[config.mk]
export PLATFORM = sky130hd
export DESIGN_NAME = gf2m_field_arith_unit
export DESIGN_NICKNAME = d
export VERILOG_FILES = /design/src/gfau_pkg.sv /design/src/gf2m_field_arith_unit.sv /design/src/gfau_mul.sv
export SDC_FILE = /design/constraint.sdc
export NUM_CORES = 1
export LEC_CHECK = 0
export BUFFER_PORTS_ARGS = -buffer_cell sky130_fd_sc_hd__buf_2
export CAP_MARGIN = 25
export CORE_UTILIZATION = 45
export CTS_BUF_LIST = sky130_fd_sc_hd__clkbuf_8
export CTS_CLUSTER_SIZE = 25
export DETAILED_ROUTE_END_ITERATION = 16
export HOLD_SLACK_MARGIN = 0.06
export PLACE_DENSITY = 0.72
export SLEW_MARGIN = 20
export SYNTH_ARGS = -nofsm -noshare
export SYNTH_HDL_FRONTEND = slang
export SYNTH_SLANG_ARGS = --single-unit
export TNS_END_PERCENT = 30
[constraint.sdc]
create_clock -name i_clk -period 9.3 [get_ports i_clk]
set_clock_uncertainty 0.1 [all_clocks]
set_input_delay 0.93 -clock i_clk [delete_from_list [all_inputs] [get_ports i_clk]]
set_output_delay 0.93 -clock i_clk [all_outputs]
set_load 0.01 [all_outputs]
[src/gfau_pkg.sv]
// gfau_pkg: shared types, constants and the multiply digit step for the
// GF(2^8) / GF(2^32) arithmetic unit. No dependencies.
`default_nettype none

package gfau_pkg;

    localparam int unsigned DATA_W = 32;
    localparam int unsigned NARROW_W = 8;
    // multiplier bits consumed per cycle
    localparam int unsigned DIGIT = 8;
    localparam int unsigned STEPS_WIDE = DATA_W / DIGIT;
    localparam int unsigned STEPS_NARROW = NARROW_W / DIGIT;
    localparam int unsigned CNT_W = (STEPS_WIDE > 1) ? $clog2(STEPS_WIDE) : 1;

    // reduction polynomials without the leading term
    localparam logic [NARROW_W-1:0] POLY8_LOW = 8'h1D;
    localparam logic [DATA_W-1:0] POLY32_LOW = 32'h0040_0007;

    // inverse exponents 2^m - 2
    localparam logic [DATA_W-1:0] INV_EXP8 = 32'd254;
    localparam logic [DATA_W-1:0] INV_EXP32 = 32'hFFFF_FFFE;

    localparam logic [1:0] CMD_ADD = 2'd0;
    localparam logic [1:0] CMD_MUL = 2'd1;
    localparam logic [1:0] CMD_INV = 2'd2;
    localparam logic [1:0] CMD_POW = 2'd3;

    typedef logic [DATA_W-1:0] t_word;

    typedef struct packed {
        logic start;
        logic wide;
    } t_mul_req;

    typedef struct packed {
        logic done;
    } t_mul_stat;

    typedef struct packed {
        t_word x;
        t_word acc;
    } t_mul_data;

    function automatic t_word field_mask(input t_word v, input logic wide);
        field_mask = wide ? v : {{(DATA_W-NARROW_W){1'b0}}, v[NARROW_W-1:0]};
    endfunction

    // multiply by x with reduction
    function automatic t_word xtime(input t_word v, input logic wide);
        t_word r;
        if (wide) begin
            r = {v[DATA_W-2:0], 1'b0} ^ (v[DATA_W-1] ? POLY32_LOW : '0);
        end else begin
            r = {{(DATA_W-NARROW_W){1'b0}}, v[NARROW_W-2:0], 1'b0}
                ^ (v[NARROW_W-1] ? {{(DATA_W-NARROW_W){1'b0}}, POLY8_LOW} : '0);
        end
        xtime = r;
    endfunction

    // one digit of shift-and-add: consumes the low DIGIT bits of y
    function automatic t_mul_data mul_digit(input t_word x, input t_word y,
                                            input t_word acc, input logic wide);
        t_mul_data d;
        d.x = x;
        d.acc = acc;
        for (int k = 0; k < DIGIT; k++) begin
            if (y[k]) begin
                d.acc = d.acc ^ d.x;
            end
            d.x = xtime(d.x, wide);
        end
        mul_digit = d;
    endfunction

endpackage

`default_nettype wire

[src/gf2m_field_arith_unit.sv]
// Add: straight to S_DONE. Multiply: S digit steps (S = 4 in GF(2^32), 1 in GF(2^8)).
// Inverse/power: square-and-multiply from exponent bit 0 up, one acc * base product per
// set bit, a squaring per bit but the last set one, on the single digit-serial multiplier.
// Throughput: one word at a time; i_ready-side output register frees the input early.
// Reset: synchronous active-low i_rst_n clears sequencer state and output valid.
// Depends on gfau_pkg and gfau_mul.
`default_nettype none

module gf2m_field_arith_unit
    import gfau_pkg::*;
(
    input  wire logic        i_clk,
    input  wire logic        i_rst_n,
    // input word
    input  wire logic        i_valid,
    output logic             o_ready,
    input  wire logic [1:0]  i_cmd,
    input  wire logic        i_wide,
    input  wire logic [31:0] i_operand_a,
    input  wire logic [31:0] i_operand_b,
    // result word
    output logic             o_valid,
    input  wire logic        i_ready,
    output logic [31:0]      o_result
);

    // sequencer states
    localparam logic [2:0] S_IDLE = 3'd0;
    localparam logic [2:0] S_MUL  = 3'd1;  // single multiply in flight
    localparam logic [2:0] S_CHK  = 3'd2;  // inspect next exponent bit
    localparam logic [2:0] S_PMUL = 3'd3;  // acc * base in flight
    localparam logic [2:0] S_PSQR = 3'd4;  // base * base in flight
    localparam logic [2:0] S_DONE = 3'd5;  // result ready for output register

    logic [2:0] r_state, n_state;
    logic       r_wide, n_wide;
    t_word      r_acc, n_acc;     // running power product
    t_word      r_base, n_base;   // repeated squares of a
    t_word      r_exp, n_exp;     // remaining exponent bits
    t_word      r_res, n_res;     // finished result
    logic       r_out_valid, n_out_valid;
    t_word      r_out, n_out;

    t_mul_req   mul_req;
    t_mul_stat  mul_stat;
    t_word      mul_x;
    t_word      mul_y;
    t_word      mul_prod;

    t_word      a_m;
    t_word      b_m;

    gfau_mul u_mul (
        .i_clk   (i_clk),
        .i_rst_n (i_rst_n),
        .i_req   (mul_req),
        .i_x     (mul_x),
        .i_y     (mul_y),
        .o_stat  (mul_stat),
        .o_prod  (mul_prod)
    );

    assign a_m = field_mask(i_operand_a, i_wide);
    assign b_m = field_mask(i_operand_b, i_wide);
    assign o_ready = (r_state == S_IDLE);

    always_comb begin
        n_state = r_state;
        n_wide = r_wide;
        n_acc = r_acc;
        n_base = r_base;
        n_exp = r_exp;
        n_res = r_res;
        n_out = r_out;
        // output register drains independently of the sequencer
        n_out_valid = r_out_valid & ~i_ready;
        mul_req.start = 1'b0;
        mul_req.wide = r_wide;
        mul_x = r_acc;
        mul_y = r_base;

        case (r_state)
            S_IDLE: begin
                if (i_valid) begin
                    n_wide = i_wide;
                    case (i_cmd)
                        CMD_ADD: begin
                            n_res = a_m ^ b_m;
                            n_state = S_DONE;
                        end
                        CMD_MUL: begin
                            mul_req.start = 1'b1;
                            mul_req.wide = i_wide;
                            mul_x = a_m;
                            mul_y = b_m;
                            n_state = S_MUL;
                        end
                        default: begin
                            // inverse uses a^(2^m-2); power uses the full raw exponent
                            if (i_cmd == CMD_INV) begin
                                n_exp = i_wide ? INV_EXP32 : INV_EXP8;
                            end else begin
                                n_exp = i_operand_b;
                            end
                            if (a_m == '0) begin
                                // zero to any power, inverse of zero: 0
                                n_res = '0;
                                n_state = S_DONE;
                            end else begin
                                n_acc = t_word'(1);
                                n_base = a_m;
                                n_state = S_CHK;
                            end
                        end
                    endcase
                end
            end
            S_MUL: begin
                if (mul_stat.done) begin
                    n_res = mul_prod;
                    n_state = S_DONE;
                end
            end
            S_CHK: begin
                if (r_exp == '0) begin
                    n_res = r_acc;
                    n_state = S_DONE;
                end else if (r_exp[0]) begin
                    mul_req.start = 1'b1;
                    mul_x = r_acc;
                    mul_y = r_base;
                    n_state = S_PMUL;
                end else begin
                    mul_req.start = 1'b1;
                    mul_x = r_base;
                    mul_y = r_base;
                    n_state = S_PSQR;
                end
            end
            S_PMUL: begin
                if (mul_stat.done) begin
                    n_acc = mul_prod;
                    if (r_exp[DATA_W-1:1] == '0) begin
                        // last set bit: the final squaring is not needed
                        n_res = mul_prod;
                        n_state = S_DONE;
                    end else begin
                        mul_req.start = 1'b1;
                        mul_x = r_base;
                        mul_y = r_base;
                        n_state = S_PSQR;
                    end
                end
            end
            S_PSQR: begin
                if (mul_stat.done) begin
                    n_base = mul_prod;
                    n_exp = r_exp >> 1;
                    n_state = S_CHK;
                end
            end
            S_DONE: begin
                if (!r_out_valid || i_ready) begin
                    n_out_valid = 1'b1;
                    n_out = r_res;
                    n_state = S_IDLE;
                end
            end
            default: begin
                n_state = S_IDLE;
            end
        endcase
    end

    always_ff @(posedge i_clk) begin
        if (!i_rst_n) begin
            r_state <= S_IDLE;
            r_out_valid <= 1'b0;
        end else begin
            r_state <= n_state;
            r_out_valid <= n_out_valid;
        end
        r_wide <= n_wide;
        r_acc <= n_acc;
        r_base <= n_base;
        r_exp <= n_exp;
        r_res <= n_res;
        r_out <= n_out;
    end

    assign o_valid = r_out_valid;
    assign o_result = r_out;

endmodule

`default_nettype wire

[src/gfau_mul.sv]
// gfau_mul: iterative GF(2^8)/GF(2^32) multiplier, one digit per cycle.
// Depends on gfau_pkg.
`default_nettype none

module gfau_mul
    import gfau_pkg::*;
(
    input  wire logic      i_clk,
    input  wire logic      i_rst_n,
    input  wire t_mul_req  i_req,
    input  wire t_word     i_x,
    input  wire t_word     i_y,
    output t_mul_stat      o_stat,
    output t_word          o_prod
);

    t_word            r_x, n_x;
    t_word            r_y, n_y;
    t_word            r_acc, n_acc;
    logic [CNT_W-1:0] r_cnt, n_cnt;
    logic             r_busy, n_busy;
    logic             r_done, n_done;
    logic             r_wide, n_wide;
    t_mul_data        step;

    assign step = mul_digit(r_x, r_y, r_acc, r_wide);

    always_comb begin
        n_x = r_x;
        n_y = r_y;
        n_acc = r_acc;
        n_cnt = r_cnt;
        n_busy = r_busy;
        n_done = 1'b0;
        n_wide = r_wide;
        if (i_req.start) begin
            n_x = field_mask(i_x, i_req.wide);
            n_y = field_mask(i_y, i_req.wide);
            n_acc = '0;
            n_wide = i_req.wide;
            n_cnt = i_req.wide ? CNT_W'(STEPS_WIDE - 1) : CNT_W'(STEPS_NARROW - 1);
            n_busy = 1'b1;
        end else if (r_busy) begin
            n_x = step.x;
            n_y = r_y >> DIGIT;
            n_acc = step.acc;
            if (r_cnt == '0) begin
                n_busy = 1'b0;
                n_done = 1'b1;
            end else begin
                n_cnt = r_cnt - 1'b1;
            end
        end
    end

    always_ff @(posedge i_clk) begin
        if (!i_rst_n) begin
            r_busy <= 1'b0;
            r_done <= 1'b0;
        end else begin
            r_busy <= n_busy;
            r_done <= n_done;
        end
        r_x <= n_x;
        r_y <= n_y;
        r_acc <= n_acc;
        r_cnt <= n_cnt;
        r_wide <= n_wide;
    end

    assign o_stat.done = r_done;
    assign o_prod = r_acc;

endmodule

`default_nettype wire

==> summary.md <==
| Metric | Value |
|---|---|
| Max IR drop VDD | `between 0.2 and 0.3 mV` |
| Yosys reg bits | `between 200 and 300` |
| Leak | `6.62 nW` |
| Slew HR | `approximately a quarter` |
| RSZ-0062 raised after global routing | `false` |
| DR vias | `about 14,000` |
| Worst-path clk slew | `60 ps` |
| Vias in the first global route | `~13,000` |
| Setup crit end kind | `flip-flop` |
| Slew Limit Fails | `0` |
| Skew-Pair Late Insertion Delay | `590 ps` |
| Resized cells post-CTS | `0` |
| Die W | `a little under 200 um` |
| Synth async-reset ratio | `0%` |
| Outcome | `completed` |
| Top FF cell, synth | `edfxtp_1` |
| Max-Cap Viols | `0` |
| CTS Root Cell | `clkbuf_8` |
| Tcrit/Tclk final | `a little over half` |
| Post-synth cell types | `58` |
| Startpoint Class | `flip-flop` |
| Path category of the worst min-delay check | `flip-flop to flip-flop` |
| Clock buffer depth | `3` |
| Worst-path maximum fanout | `95` |
| Vias/cell | `6.05` |
| Avg Inst Size Synth | `roughly 9.2 um^2` |
| Nets | `1,931` |
| Post-detail-place hpwl | `33.8 mm` |
| Final setup fails | `0` |
| Synth top area share | `40.5%` |
| Final WL | `between 50 and 60 mm` |
| Top Ports | `105` |
| Dpl cells | `~2,300` |
| Worst Path Required | `9490 ps` |
| Top cells by area, synth | `edfxtp_1 (40%), xnor2_1 (12%), nand2_1 (8.9%), dfxtp_1 (4.5%), xor2_1 (4.4%)` |
| Die Span Y | `about 200 um` |
| CTS buffer count | `44` |
| Power Dens Cells | `475 nW/um^2` |
| Share of post-route cells with drive strength above 1 | `between 10% and 20%` |
| Core ar. | `36,800 um^2` |
| Layout area overhead | `9.61%` |
| Fmax | `0.206 GHz` |
| Largest net degree at the start of global routing | `121` |
| CP arrival | `~5100 ps` |
| Die footprint | `38,400 um^2` |
| Syn Inst Count | `1,844` |
| Post-synthesis sequential area ratio | `45.0%` |
| Initial DRC Count | `~2,200` |
| First-pass GRT wire length | `79.1 mm` |
| Hold Vio Cnt, Final | `0` |
| FILL cells | `3,369` |
| Total negative slack | `0 ps` |
| CTS tree | `built` |
| Sequential cell area | `between 7000 and 8000 um^2` |
| Hold bufs inserted after CTS | `0` |
| Layout Utilization | `50.4%` |
| DP Area | `roughly 18,000 um^2` |
| Synth Warn # | `0` |
| Final Instance Area | `18,500 um^2` |
| Top cells by count, synth | `nand2_1 (400), xnor2_1 (239), edfxtp_1 (228), clkbuf_1 (107), o21ai_0 (101)` |
| Final non-filler cell total | `2,364` |
| Cell taking the most area after synthesis | `edfxtp_1` |
| Critical path type | `flip-flop to flip-flop` |
| Multi-input combinational cell area | `8660 um^2` |
| Total gr overflow | `0` |
| Port buffer count | `around 100` |
| CTS H-tree lvls | `2` |
| Pre-antenna DRT Iters | `7` |
| Wirelength per Cell | `22.1 um` |
| Initial Util | `46.0%` |
| Count leader, synth | `nand2_1` |
| Row count | `70` |
| CTS sink cnt | `266` |
| Fin crit period | `4860 ps` |
| Post-Syn Nets | `between 1,500 and 2,000` |
| Global Route Usage Sum | `26.9%` |
| EDFF count, synth | `228` |
| DRC Markers | `0` |
| Setup repair bufs after CTS | `0` |
| RePlAce Congestion | `0.955` |
| Mapped Area | `16,900 um^2` |
| Final ANT Viol Nets | `0` |
| Worst-margin pin slew | `1150 ps` |
| Initial antenna violation count | `2` |
-- where the power goes --
| part | total (mW) | switching [mW] | leakage [nW] | internal, mW |
|---|---|---|---|---|
| clock network | 1.04 | 0.494 | 0.484 | 0.546 |
| registers | 2.48 | 0.511 | 2.47 | 1.97 |
| logic | 5.28 | 3.03 | 3.67 | 2.25 |
-- cells by family (layout without fill, tap and decap cells) --
family | Yosys count | after routing | share of synthesized area (%)
simple gates | 673 | 673 | 17.1
compound gates | 349 | 349 | 12.6
xor+xnor | 336 | 336 | 18.4
flops | 266 | 266 | 45.0
buf+inv | 178 | 229 | 4.33
mux | 41 | 41 | 2.52
fa+ha+maj | 1 | 1 | 0.0740
other cells | 0 | 1 | 0
-- worst paths after layout --
check                            endpoint               startpoint  depth (start not counted)  slack [ps]
hold / removal      o_result[5]$_DFFE_PP_       r_res[5]$_DFFE_PP_                          0         290
setup reg to reg  u_mul.r_x[12]$_DFFE_PP_  r_state[0]$_SDFFE_PN0P_                         10        4440
setup / recovery  u_mul.r_x[12]$_DFFE_PP_  r_state[0]$_SDFFE_PN0P_                         10        4440
hold reg to reg     o_result[5]$_DFFE_PP_       r_res[5]$_DFFE_PP_                          0         290
-- cell type report --
cell class	instances	share of cell area [%]
multi-input combinational	1400	46.7
sequential	266	41.0
timing repair buffer	135	4.08
clock buffer	46	3.42
tap	468	3.16
clock inverter	36	1.30
inverter	12	0.243
antenna	1	0.0135
-- flip-flops by register name, summed over array words and instances, names as in the netlist --
register,flops
o_valid,1
u_mul.r_cnt,2
r_base,32
r_exp,32
r_res,32
u_mul.o_stat,1
u_mul.r_x,32
u_mul.o_prod,32
r_state,3
u_mul.r_wide,1
r_wide,1
o_result,32
u_mul.r_busy,1
r_acc,32
u_mul.r_y,32
-- metal layers --
| layer | share of wire, % | vias to the layer above | track usage [%] |
|---|---|---|---|
| met1 | 39 | 6761 | 37.5 |
| met3 | 12 | 145 | 5.21 |
| met4 | 4.3 | 0 | 11.5 |
| met2 | 44 | 965 | 40.8 |
| li1 | - | 6420 | - |
| met5 | 0 | - | 0 |
-- stage by stage --
stage                     worst slack, ps  power, mW  hold slack (ps)
after CTS                            4580       8.72              294
after global placement               4810       7.52              303
after detailed placement             4580       7.65              305
after global routing                 4180       9.33              314
after floorplan                      4330       6.47              300
final                                4440       8.80              290
-- placed cells by master (no fill, tap or decap), types with 4 or more instances in the layout --
| cell type | count |
|---|---|
| a211oi_1 | 9 |
| a21oi_1 | 81 |
| a221o_1 | 23 |
| a222oi_1 | 9 |
| a22oi_1 | 34 |
| a31oi_1 | 26 |
| and2_1 | 8 |
| and3_1 | 34 |
| buf_2 | 104 |
| buf_4 | 30 |
| clkbuf_8 | 46 |
| clkinv_1 | 11 |
| clkinv_2 | 4 |
| dfxtp_1 | 37 |
| edfxtp_1 | 228 |
| inv_1 | 22 |
| mux2_2 | 10 |
| mux2i_1 | 29 |
| nand2_1 | 398 |
| nand2b_1 | 8 |
| nand3_1 | 74 |
| nand3b_1 | 4 |
| nand4_1 | 4 |
| nor2_1 | 93 |
| nor2b_1 | 8 |
| nor3_1 | 6 |
| nor4_1 | 15 |
| o211ai_1 | 10 |
| o21ai_0 | 101 |
| o21ai_1 | 31 |
| o22ai_1 | 6 |
| or3_1 | 4 |
| xnor2_1 | 239 |
| xnor3_1 | 9 |
| xor2_1 | 84 |
-- worst max-delay path, stage by stage (launching register included) --
cell,delay [ps]
dfxtp_1,820
nor2b_4,270
buf_4,560
nand3_1,350
nor2b_1,230
o21a_1,460
inv_2,160
buf_4,830
nor2_1,460
nand2_1,180
o21ai_1,70
(Power assumes the default switching activity.)
